==> config.mk <==
export PLATFORM = sky130hd
export DESIGN_NAME = delta_sample_playback_channel_flat
export DESIGN_NICKNAME = d
export VERILOG_FILES = /design/src/rtl/dspc_pkg.sv /design/src/rtl/dspc_in_if.sv /design/src/rtl/dspc_out_if.sv /design/src/rtl/dspc_cfg_if.sv /design/src/rtl/dspc_in_reg.sv /design/src/rtl/dspc_step.sv /design/src/rtl/dspc_out_reg.sv /design/src/rtl/delta_sample_playback_channel.sv /design/src/flat_wrapper.sv
export SDC_FILE = /design/constraint.sdc
export NUM_CORES = 1
export LEC_CHECK = 0
export BUFFER_PORTS_ARGS = -buffer_cell sky130_fd_sc_hd__buf_4
export CORE_MARGIN = 4
export CORE_UTILIZATION = 47
export CTS_BUF_LIST = sky130_fd_sc_hd__clkbuf_4 sky130_fd_sc_hd__clkbuf_8
export DETAILED_ROUTE_END_ITERATION = 10
export GPL_ROUTABILITY_DRIVEN = 0
export PLACE_DENSITY = 0.76
export SLEW_MARGIN = 40
export SYNTH_ARGS = -nofsm -noshare
export SYNTH_HDL_FRONTEND = slang
export SYNTH_SLANG_ARGS = --single-unit
==> constraint.sdc <==
create_clock -name clk_i -period 3.8 [get_ports clk_i]
set_input_delay 0 -clock clk_i [delete_from_list [all_inputs] [get_ports clk_i]]
set_output_delay 0 -clock clk_i [all_outputs]
set_load 0.005 [all_outputs]
==> src/rtl/dspc_pkg.sv <==
`timescale 1ns / 1ps
// Shared types, codes and constants for the delta sample playback channel.
// No dependencies; the register, step and top modules import this package.
package dspc_pkg;

  // Operation codes carried on the input channel
  typedef enum logic [2:0] {
    OP_TICK       = 3'd0,
    OP_DELIVER    = 3'd1,
    OP_ENABLE     = 3'd2,
    OP_IRQ_ACK    = 3'd3,
    OP_LEVEL_LOAD = 3'd4
  } op_e;

  // Configuration register indexes
  typedef enum logic [2:0] {
    CFG_RATE_PERIOD   = 3'd0,
    CFG_LOOP_ENABLE   = 3'd1,
    CFG_IRQ_ENABLE    = 3'd2,
    CFG_SAMPLE_START  = 3'd3,
    CFG_SAMPLE_LENGTH = 3'd4
  } cfg_idx_e;

  localparam int unsigned CfgIdxW  = 3;
  localparam int unsigned CfgDataW = 10;

  localparam logic [15:0] BaseAddr      = 16'hC000;
  localparam logic [15:0] WrapAddr      = 16'h8000;
  localparam logic [15:0] TopAddr       = 16'hFFFF;
  localparam logic [6:0]  LevelUpMax    = 7'd125;
  localparam logic [3:0]  BitsPerByte   = 4'd8;
  localparam logic [9:0]  RatePeriodRst = 10'd428;

  // One input beat
  typedef struct packed {
    logic [2:0] operation;
    logic [7:0] sample_byte;
    logic       enable_bit;
    logic [6:0] level_value;
  } in_beat_t;

  // One result beat
  typedef struct packed {
    logic        dma_request;
    logic [15:0] dma_address;
    logic [6:0]  output_level;
    logic        irq_flag;
    logic        active;
  } out_beat_t;

endpackage

==> src/rtl/dspc_in_if.sv <==
`timescale 1ns / 1ps
// Input channel: valid/ready handshake carrying one operation beat.
// Depends on nothing but the signal widths of dspc_pkg.
interface dspc_in_if;
  logic       valid;
  logic       ready;
  logic [2:0] operation;
  logic [7:0] sample_byte;
  logic       enable_bit;
  logic [6:0] level_value;

  modport source (output valid, output operation, output sample_byte,
                  output enable_bit, output level_value, input ready);
  modport sink   (input valid, input operation, input sample_byte,
                  input enable_bit, input level_value, output ready);
endinterface

==> src/rtl/dspc_out_if.sv <==
`timescale 1ns / 1ps
// Result channel: valid/ready handshake carrying one result beat.
// Depends on nothing but the signal widths of dspc_pkg.
interface dspc_out_if;
  logic        valid;
  logic        ready;
  logic        dma_request;
  logic [15:0] dma_address;
  logic [6:0]  output_level;
  logic        irq_flag;
  logic        active;

  modport source (output valid, output dma_request, output dma_address,
                  output output_level, output irq_flag, output active, input ready);
  modport sink   (input valid, input dma_request, input dma_address,
                  input output_level, input irq_flag, input active, output ready);
endinterface

==> src/rtl/dspc_cfg_if.sv <==
`timescale 1ns / 1ps
// Configuration write channel: valid/ready with register index and data.
// Widths follow CfgIdxW and CfgDataW of dspc_pkg.
interface dspc_cfg_if;
  logic       valid;
  logic       ready;
  logic [2:0] index;
  logic [9:0] data;

  modport source (output valid, output index, output data, input ready);
  modport sink   (input valid, input index, input data, output ready);
endinterface

==> src/rtl/dspc_in_reg.sv <==
`timescale 1ns / 1ps
// Input register stage: captures one operation beat and holds it until
// the step stage consumes it. Uses in_beat_t from dspc_pkg.
module dspc_in_reg import dspc_pkg::*; (
  input  logic     clk_i,
  input  logic     rst_ni,
  input  logic     valid_i,
  input  in_beat_t beat_i,
  output logic     ready_o,
  input  logic     take_i,
  output logic     valid_o,
  output in_beat_t beat_o
);

  logic     valid_q, valid_d;
  in_beat_t beat_q;

  // Room when empty or when the held beat leaves this cycle
  assign ready_o = !valid_q || take_i;

  always_comb begin
    valid_d = valid_q;
    if (ready_o) begin
      valid_d = valid_i;
    end
  end

  always_ff @(posedge clk_i or negedge rst_ni) begin
    if (!rst_ni) begin
      valid_q <= 1'b0;
    end else begin
      valid_q <= valid_d;
    end
  end

  // Payload needs no reset
  always_ff @(posedge clk_i) begin
    if (ready_o && valid_i) begin
      beat_q <= beat_i;
    end
  end

  assign valid_o = valid_q;
  assign beat_o  = beat_q;

endmodule

==> src/rtl/dspc_step.sv <==
`timescale 1ns / 1ps
// Channel state, configuration registers and the one-beat update logic.
// Uses op_e, cfg_idx_e, the beat structs and constants of dspc_pkg.
module dspc_step import dspc_pkg::*; (
  input  logic                clk_i,
  input  logic                rst_ni,
  input  logic                step_i,
  input  in_beat_t            beat_i,
  input  logic                cfg_valid_i,
  input  logic [CfgIdxW-1:0]  cfg_index_i,
  input  logic [CfgDataW-1:0] cfg_data_i,
  output out_beat_t           result_o
);

  // Configuration
  logic [9:0]  rate_period_q, rate_period_d;
  logic        loop_en_q, loop_en_d;
  logic        irq_en_q, irq_en_d;
  logic [7:0]  start_q, start_d;
  logic [7:0]  length_q, length_d;

  // Channel state
  logic [9:0]  divider_q, divider_d;
  logic [7:0]  shifter_q, shifter_d;
  logic [3:0]  bits_left_q, bits_left_d;
  logic [7:0]  held_byte_q, held_byte_d;
  logic        held_empty_q, held_empty_d;
  logic        silenced_q, silenced_d;
  logic [15:0] fetch_addr_q, fetch_addr_d;
  logic [11:0] bytes_left_q, bytes_left_d;
  logic [6:0]  level_q, level_d;
  logic        irq_q, irq_d;
  logic        chan_on_q, chan_on_d;

  logic [15:0] restart_addr;
  logic [11:0] restart_len;
  logic        req;
  logic [15:0] addr;

  // Sample start address and length from the config codes
  assign restart_addr = BaseAddr + {2'b00, start_q, 6'b000000};
  assign restart_len  = {length_q, 4'b0001};

  // Next state for one beat, then config writes on top
  always_comb begin
    rate_period_d = rate_period_q;
    loop_en_d     = loop_en_q;
    irq_en_d      = irq_en_q;
    start_d       = start_q;
    length_d      = length_q;
    divider_d     = divider_q;
    shifter_d     = shifter_q;
    bits_left_d   = bits_left_q;
    held_byte_d   = held_byte_q;
    held_empty_d  = held_empty_q;
    silenced_d    = silenced_q;
    fetch_addr_d  = fetch_addr_q;
    bytes_left_d  = bytes_left_q;
    level_d       = level_q;
    irq_d         = irq_q;
    chan_on_d     = chan_on_q;
    req           = 1'b0;
    addr          = 16'h0000;

    if (step_i) begin
      unique case (beat_i.operation)
        OP_TICK: begin
          if (chan_on_q) begin
            if (divider_q == 10'd0) begin
              divider_d = rate_period_q;
              if (!silenced_q) begin
                // one delta bit: up or down by two, clamped
                if (shifter_q[0]) begin
                  if (level_q <= LevelUpMax) begin
                    level_d = level_q + 7'd2;
                  end
                end else if (level_q >= 7'd2) begin
                  level_d = level_q - 7'd2;
                end
                shifter_d   = shifter_q >> 1;
                bits_left_d = bits_left_q - 4'd1;
                // byte finished: reload shifter from the buffer, or go silent if it is empty
                if (bits_left_q == 4'd1) begin
                  bits_left_d = BitsPerByte;
                  if (held_empty_q) begin
                    silenced_d = 1'b1;
                  end else begin
                    silenced_d   = 1'b0;
                    shifter_d    = held_byte_q;
                    held_empty_d = 1'b1;
                    if (bytes_left_q != 12'd0) begin
                      req  = 1'b1;
                      addr = fetch_addr_q;
                    end else if (loop_en_q) begin
                      req          = 1'b1;
                      addr         = restart_addr;
                      fetch_addr_d = restart_addr;
                      bytes_left_d = restart_len;
                    end else if (irq_en_q) begin
                      irq_d = 1'b1;
                    end
                  end
                end
              end
            end else begin
              divider_d = divider_q - 10'd1;
            end
          end
        end
        OP_DELIVER: begin
          held_byte_d  = beat_i.sample_byte;
          held_empty_d = 1'b0;
          silenced_d   = 1'b0;
          fetch_addr_d = (fetch_addr_q == TopAddr) ? WrapAddr : fetch_addr_q + 16'd1;
          if (bytes_left_q != 12'd0) begin
            bytes_left_d = bytes_left_q - 12'd1;
          end
        end
        OP_ENABLE: begin
          chan_on_d = beat_i.enable_bit;
          irq_d     = 1'b0;
          if (!beat_i.enable_bit) begin
            bytes_left_d = 12'd0;
          end else if (bytes_left_q == 12'd0) begin
            silenced_d   = 1'b1;
            req          = 1'b1;
            addr         = restart_addr;
            fetch_addr_d = restart_addr;
            bytes_left_d = restart_len;
          end
        end
        OP_IRQ_ACK: begin
          irq_d = 1'b0;
        end
        OP_LEVEL_LOAD: begin
          level_d = beat_i.level_value;
        end
        default: begin
        end
      endcase
    end

    // Register writes (the user must send them only while the channel pipeline is idle; not enforced here)
    if (cfg_valid_i) begin
      unique case (cfg_index_i)
        CFG_RATE_PERIOD: begin
          rate_period_d = cfg_data_i;
          divider_d     = cfg_data_i;
        end
        CFG_LOOP_ENABLE: begin
          loop_en_d = cfg_data_i[0];
        end
        CFG_IRQ_ENABLE: begin
          irq_en_d = cfg_data_i[0];
          if (!cfg_data_i[0]) begin
            irq_d = 1'b0;
          end
        end
        CFG_SAMPLE_START: begin
          start_d = cfg_data_i[7:0];
        end
        CFG_SAMPLE_LENGTH: begin
          length_d = cfg_data_i[7:0];
        end
        default: begin
        end
      endcase
    end
  end

  always_ff @(posedge clk_i or negedge rst_ni) begin
    if (!rst_ni) begin
      rate_period_q <= RatePeriodRst;
      loop_en_q     <= 1'b0;
      irq_en_q      <= 1'b0;
      start_q       <= 8'd0;
      length_q      <= 8'd0;
      divider_q     <= 10'd0;
      shifter_q     <= 8'd0;
      bits_left_q   <= BitsPerByte;
      held_byte_q   <= 8'd0;
      held_empty_q  <= 1'b1;
      silenced_q    <= 1'b1;
      fetch_addr_q  <= BaseAddr;
      bytes_left_q  <= 12'd0;
      level_q       <= 7'd0;
      irq_q         <= 1'b0;
      chan_on_q     <= 1'b0;
    end else begin
      rate_period_q <= rate_period_d;
      loop_en_q     <= loop_en_d;
      irq_en_q      <= irq_en_d;
      start_q       <= start_d;
      length_q      <= length_d;
      divider_q     <= divider_d;
      shifter_q     <= shifter_d;
      bits_left_q   <= bits_left_d;
      held_byte_q   <= held_byte_d;
      held_empty_q  <= held_empty_d;
      silenced_q    <= silenced_d;
      fetch_addr_q  <= fetch_addr_d;
      bytes_left_q  <= bytes_left_d;
      level_q       <= level_d;
      irq_q         <= irq_d;
      chan_on_q     <= chan_on_d;
    end
  end

  // Result reflects the state after this beat
  assign result_o.dma_request  = req;
  assign result_o.dma_address  = addr;
  assign result_o.output_level = level_d;
  assign result_o.irq_flag     = irq_d;
  assign result_o.active       = (bytes_left_d != 12'd0);

endmodule

==> src/rtl/dspc_out_reg.sv <==
`timescale 1ns / 1ps
// Result register: holds one result beat until the sink takes it.
// Uses out_beat_t from dspc_pkg.
module dspc_out_reg import dspc_pkg::*; (
  input  logic      clk_i,
  input  logic      rst_ni,
  input  logic      load_i,
  input  out_beat_t beat_i,
  output logic      room_o,
  output logic      valid_o,
  input  logic      ready_i,
  output out_beat_t beat_o
);

  logic      valid_q, valid_d;
  out_beat_t beat_q;

  // A new result may land when empty or when the held one is taken now
  assign room_o = !valid_q || ready_i;

  always_comb begin
    valid_d = valid_q;
    if (load_i) begin
      valid_d = 1'b1;
    end else if (ready_i) begin
      valid_d = 1'b0;
    end
  end

  always_ff @(posedge clk_i or negedge rst_ni) begin
    if (!rst_ni) begin
      valid_q <= 1'b0;
    end else begin
      valid_q <= valid_d;
    end
  end

  always_ff @(posedge clk_i) begin
    if (load_i) begin
      beat_q <= beat_i;
    end
  end

  assign valid_o = valid_q;
  assign beat_o  = beat_q;

endmodule

==> src/rtl/delta_sample_playback_channel.sv <==
`timescale 1ns / 1ps
// Delta sample playback channel, top level.
// Path: an accepted beat is registered in the input register, then in the result register;
// a stalled result register holds the input register. Throughput: one beat per cycle
// unless the result sink stalls; each register takes a beat per cycle, one pass of logic.
// Reset: asynchronous, active low; control state and config return to their defaults, payloads are not reset.
module delta_sample_playback_channel import dspc_pkg::*; (
  input  logic       clk_i,
  input  logic       rst_ni,
  dspc_in_if.sink    in_i,
  dspc_out_if.source out_o,
  dspc_cfg_if.sink   cfg_i
);

  in_beat_t  in_beat, held_beat;
  out_beat_t result, out_beat;
  logic      held_valid, out_room, step;

  assign in_beat.operation   = in_i.operation;
  assign in_beat.sample_byte = in_i.sample_byte;
  assign in_beat.enable_bit  = in_i.enable_bit;
  assign in_beat.level_value = in_i.level_value;

  // Held beat moves on when the result register has room
  assign step = held_valid && out_room;

  dspc_in_reg u_in_reg (
    .clk_i   (clk_i),
    .rst_ni  (rst_ni),
    .valid_i (in_i.valid),
    .beat_i  (in_beat),
    .ready_o (in_i.ready),
    .take_i  (step),
    .valid_o (held_valid),
    .beat_o  (held_beat)
  );

  dspc_step u_step (
    .clk_i       (clk_i),
    .rst_ni      (rst_ni),
    .step_i      (step),
    .beat_i      (held_beat),
    .cfg_valid_i (cfg_i.valid),
    .cfg_index_i (cfg_i.index),
    .cfg_data_i  (cfg_i.data),
    .result_o    (result)
  );

  dspc_out_reg u_out_reg (
    .clk_i   (clk_i),
    .rst_ni  (rst_ni),
    .load_i  (step),
    .beat_i  (result),
    .room_o  (out_room),
    .valid_o (out_o.valid),
    .ready_i (out_o.ready),
    .beat_o  (out_beat)
  );

  // Config writes are always taken
  assign cfg_i.ready = 1'b1;

  assign out_o.dma_request  = out_beat.dma_request;
  assign out_o.dma_address  = out_beat.dma_address;
  assign out_o.output_level = out_beat.output_level;
  assign out_o.irq_flag     = out_beat.irq_flag;
  assign out_o.active       = out_beat.active;

endmodule

==> src/flat_wrapper.sv <==
// flat-port wrapper written by rule: the top's interface ports become plain ports
module delta_sample_playback_channel_flat import dspc_pkg::*;
  (clk_i, rst_ni, in_i_valid, in_i_operation, in_i_sample_byte, in_i_enable_bit, in_i_level_value, in_i_ready, out_o_valid, out_o_dma_request, out_o_dma_address, out_o_output_level, out_o_irq_flag, out_o_active, out_o_ready, cfg_i_valid, cfg_i_index, cfg_i_data, cfg_i_ready);
  dspc_in_if in_i_i ();
  dspc_out_if out_o_i ();
  dspc_cfg_if cfg_i_i ();
  input  logic clk_i;
  input  logic rst_ni;
  input wire logic [$bits(in_i_i.valid)-1:0] in_i_valid;
  input wire logic [$bits(in_i_i.operation)-1:0] in_i_operation;
  input wire logic [$bits(in_i_i.sample_byte)-1:0] in_i_sample_byte;
  input wire logic [$bits(in_i_i.enable_bit)-1:0] in_i_enable_bit;
  input wire logic [$bits(in_i_i.level_value)-1:0] in_i_level_value;
  output wire logic [$bits(in_i_i.ready)-1:0] in_i_ready;
  output wire logic [$bits(out_o_i.valid)-1:0] out_o_valid;
  output wire logic [$bits(out_o_i.dma_request)-1:0] out_o_dma_request;
  output wire logic [$bits(out_o_i.dma_address)-1:0] out_o_dma_address;
  output wire logic [$bits(out_o_i.output_level)-1:0] out_o_output_level;
  output wire logic [$bits(out_o_i.irq_flag)-1:0] out_o_irq_flag;
  output wire logic [$bits(out_o_i.active)-1:0] out_o_active;
  input wire logic [$bits(out_o_i.ready)-1:0] out_o_ready;
  input wire logic [$bits(cfg_i_i.valid)-1:0] cfg_i_valid;
  input wire logic [$bits(cfg_i_i.index)-1:0] cfg_i_index;
  input wire logic [$bits(cfg_i_i.data)-1:0] cfg_i_data;
  output wire logic [$bits(cfg_i_i.ready)-1:0] cfg_i_ready;
  assign in_i_i.valid = in_i_valid;
  assign in_i_i.operation = in_i_operation;
  assign in_i_i.sample_byte = in_i_sample_byte;
  assign in_i_i.enable_bit = in_i_enable_bit;
  assign in_i_i.level_value = in_i_level_value;
  assign in_i_ready = in_i_i.ready;
  assign out_o_valid = out_o_i.valid;
  assign out_o_dma_request = out_o_i.dma_request;
  assign out_o_dma_address = out_o_i.dma_address;
  assign out_o_output_level = out_o_i.output_level;
  assign out_o_irq_flag = out_o_i.irq_flag;
  assign out_o_active = out_o_i.active;
  assign out_o_i.ready = out_o_ready;
  assign cfg_i_i.valid = cfg_i_valid;
  assign cfg_i_i.index = cfg_i_index;
  assign cfg_i_i.data = cfg_i_data;
  assign cfg_i_ready = cfg_i_i.ready;
  delta_sample_playback_channel u_core (.clk_i(clk_i), .rst_ni(rst_ni), .in_i(in_i_i), .out_o(out_o_i), .cfg_i(cfg_i_i));
endmodule
==> impl_metrics.csv <==
group,metric,value,unit
setup_path,worst-endpoint-arrival,3.50,ns
global_route,grt_start_max_net_pins,74,
final_layout,fillerInstances,1224,
place,place_area,0.007714,mm2
clocking,cts-buffers-inserted,17,
timing,finalHoldViolations,0,
clocking,htreeDepth,4,
hold_path,hold_end,"u_core.u_step.irq_en_q",
clocking,cts_tree,"built",
yosys,synthArstFlopShare,68.75,%
timing,slew_headroom,48.40,%
setup_path,crit_fanout,9,
pwr,p_switching,1.573,mW
floorplan,rows,44,
setup_path,crit_type,"reg -> reg",
yosys,synthCells,684,
drt,post_drt_wl_per_cell,17.73,um
place,port_buffers,64,
hold_path,hold_depth,4,
job,drv_cap,0,
timing,period_share,87.33,%
drt,dr.pass1.iters,8,
clocking,cts_resized,0,
floorplan,die_width,130.0,um
outcome,status,"completed",
yosys,ys_dominant_reg_cell,"dfrtp_1",
clocking,clkTransAtPathRegs,0.08,ns
pwr,clkPwrFrac,26.2,%
yosys,synth_area_per_cell,10.23,um2
clocking,worstSkewPairLatency,0.45,ns
setup_path,ff2ff_path_depth,11,
timing,setup_viol,0,
yosys,synth_edf_count,45,
global_route,grt_pass1_wl,28150,um
floorplan,start_util,48.14,%
timing,report.final.slew_viol_count,0,
yosys,syn-cell-area,0.006997,mm2
final_layout,antenna_cells,0,
final_layout,syn2layout_area_growth,20.90,%
yosys,syn_nets,731,
hold_path,hold_class,"in -> reg",
drt,remaining_drc_errors,0,
clocking,holdBufCountCts,35,
final_layout,drive_above_1_share,20.07,%
final_layout,postLayoutCellArea,0.008459,mm2
pwr,vdd_drop_max,226.3,uV
clocking,cts_buffer_depth,2,
pwr,internal_power,3.079,mW
yosys,synth_cell_types,68,
drt,routed_wirelength,17490,um
yosys,synth-seq-area-share,54.90,%
setup_path,r2r_end,"u_core.u_out_reg.beat_o[0]",
pwr,p_total,4.652,mW
yosys,yosys_warnings,0,
timing,worstMarginPinSlew,0.7681,ns
timing,period_minus_slack,3.319,ns
pwr,netSwitchingFraction,33.81,%
global_route,grt.total_usage,21.26,%
floorplan,core_area,0.01453,mm2
clocking,cts_root_buffer,"clkbuf_8",
drt,first_iter_violations,538,
final_layout,fin_nets,836,
place,dpl.hpwl,11950,um
global_route,grt_pass1_vias,5676,
timing,skew,0.009784,ns
global_route,antenna_found_initial,0,
yosys,ys_ff_latch,144,
floorplan,die_area,0.01690,mm2
drt,num_vias,5959,
setup_path,start_kind,"flip-flop",
pwr,pwr-share-comb,26.4,%
timing,maxClockFrequency,301.3,MHz
timing,rsz0062_at_grt,"false",
pwr,power_density,549.9,mW/mm2
setup_path,r2r_slack,0.48,ns
drt,vias_per_cell,6.044,
clocking,cts_sinks,144,
pwr,p_leak,3.607,nW
floorplan,dieHeight,130.0,um
floorplan,ios,66,
timing,setup_tns,0,ns
setup_path,cp.required,3.98,ns
setup_path,crit_path_end_kind,"flip-flop",
global_route,grt_overflow,0,
hold_path,hp-start,"cfg_i_index[2]",
pwr,seqPwrFrac,47.4,%
setup_path,rr_startpoint,"u_core.u_step.bytes_left_q[0]",
drt,antenna_left,0,
clocking,post-cts-setup-buffers,0,
==> stage by stage <==
step	hold WS, ns	std cells	util (%)	worst slack (ns)
2_1_floorplan	-0.2956	684	-	1.024
3_3_place_gp	0.1780	919	53.05	0.8376
3_5_place_dp	0.06814	919	53.07	0.6500
4_1_cts	0.01671	986	58.20	0.6151
5_1_grt	0.03518	986	58.20	0.2629
6_report	0.03659	986	58.20	0.4813
==> final cells by class <==
cell class	instances	area (um2)	area share, %
clock buffer	19	249.0	2.943
clock inverter	13	145.1	1.716
sequential	144	3841	45.41
tap	184	230.2	2.721
timing repair buffer	114	947.2	11.20
inverter	19	71.32	0.8431
multi-input combinational	493	2975	35.17
==> cells in the final DEF (no fill, tap or decap), types with 7 or more instances in the layout <==
cell and instances:
clkbuf_8 17, nor4_1 9, dlygate4sd3_1 35, nor3b_1 10, o31ai_1 7, dfrtp_1 89
nand4_1 14, dfstp_2 10, ha_1 10, or3_1 10, mux2i_1 8, a21oi_1 43
nand3_1 26, mux2_2 21, edfxtp_1 45, inv_1 17, nand2_1 90, o21ai_0 46
buf_4 78, nor3_1 17, o22ai_1 13, nor2_1 61, a22o_1 10, and2_1 9
==> cells in the mapped netlist, types with 3 or more instances <==
cell | instances | area share, %
or4_1 | 6 | 0.64
mux2i_1 | 8 | 1.1
o31ai_1 | 7 | 0.75
nor4b_1 | 3 | 0.38
a22o_1 | 10 | 1.3
a41oi_1 | 4 | 0.50
or3b_2 | 4 | 0.50
clkbuf_1 | 25 | 1.3
nor4_1 | 9 | 0.80
a21o_1 | 4 | 0.43
a22oi_1 | 4 | 0.43
or3_1 | 10 | 0.89
o22ai_1 | 13 | 1.2
a21oi_1 | 43 | 3.1
and3_1 | 4 | 0.36
ha_1 | 10 | 1.8
o22a_1 | 6 | 0.75
nor2b_1 | 5 | 0.45
inv_1 | 17 | 0.91
and2_1 | 10 | 0.89
nand4_1 | 14 | 1.3
nor3b_1 | 10 | 1.1
dfstp_2 | 10 | 3.8
o21ai_0 | 46 | 3.3
a31oi_1 | 4 | 0.36
edfxtp_1 | 45 | 19
mux2_2 | 21 | 3.4
nand2_1 | 90 | 4.8
nor3_1 | 17 | 1.2
dfrtp_1 | 89 | 32
buf_4 | 3 | 0.32
nor2_1 | 61 | 3.3
o41ai_1 | 3 | 0.38
nand3_1 | 26 | 1.9
==> worst max-delay path by stage <==
stage / slack [ns] / start / to / cells past startpoint
finish: 0.48 / u_core.u_step.bytes_left_q[0] / u_core.u_out_reg.beat_o[0] / 11
detailed placement: 0.65 / u_core.u_step.bytes_left_q[0] / u_core.u_out_reg.beat_o[0] / 11
CTS: 0.62 / u_core.u_step.bytes_left_q[0] / u_core.u_out_reg.beat_o[0] / 11
floorplan: 1.02 / u_core.u_step.bytes_left_q[0] / u_core.u_out_reg.beat_o[0] / 9
global placement: 0.84 / u_core.u_step.bytes_left_q[0] / u_core.u_out_reg.beat_o[0] / 11
global route: 0.26 / u_core.u_step.bytes_left_q[0] / u_core.u_out_reg.beat_o[0] / 11
==> layer usage <==
layer  GRT usage [%]  vias to the layer above  share of wire, %
met5               0                        -                 0
met4           9.597                        0               3.3
met3           5.608                       72               7.7
met2           34.97                      308                49
met1           26.43                     2834                40
li1                -                     2745                 -
==> critical path, stage by stage, from the launching register on <==
cell     delay (ns)
dfrtp_1        0.41
inv_1          0.12
ha_1           0.25
or3b_2         0.55
nor3_4         0.41
inv_2          0.18
ha_1           0.32
o22ai_1        0.06
o21ai_0        0.16
o21ai_0        0.16
nor3_1         0.28
nand4_1        0.16
==> cells by family (layout without fill, tap and decap cells) <==
family          count (synthesis)  after routing  share of synthesized area (%)
compound gates                168            168                          15.36
other cells                     1              1                        0.05360
buf+inv                        47            165                          2.682
simple gates                  285            285                          20.69
mux                            29             29                          4.524
fa+ha+maj                      10             10                          1.788
flops                         144            144                          54.90
==> state kept, by name (all words and copies together) (netlist names) <==
signal,cells
u_core.u_in_reg.beat_o,19
u_core.u_in_reg.valid_o,1
u_core.u_out_reg.beat_o,26
u_core.u_out_reg.valid_o,1
u_core.u_step.bits_left_q,4
u_core.u_step.bytes_left_q,12
u_core.u_step.chan_on_q,1
u_core.u_step.divider_q,10
u_core.u_step.fetch_addr_q,16
u_core.u_step.held_byte_q,8
u_core.u_step.held_empty_q,1
u_core.u_step.irq_en_q,1
u_core.u_step.irq_q,1
u_core.u_step.length_q,8
u_core.u_step.level_q,7
u_core.u_step.loop_en_q,1
u_core.u_step.rate_period_q,10
u_core.u_step.shifter_q,8
u_core.u_step.silenced_q,1
u_core.u_step.start_q,8
==> power by group through the flow <==
| stage | Clock [mW] | Combinational (mW) | Sequential, mW |
|---|---|---|---|
| finish | 1.22 | 1.23 | 2.21 |
| global route | 1.32 | 1.35 | 2.24 |
| CTS | 1.24 | 1.20 | 2.19 |
| detailed placement | 0 | 1.16 | 2.22 |
| global placement | 0 | 1.12 | 2.20 |
| floorplan | 0 | 0.842 | 2.12 |
(Power assumes the default switching activity.)
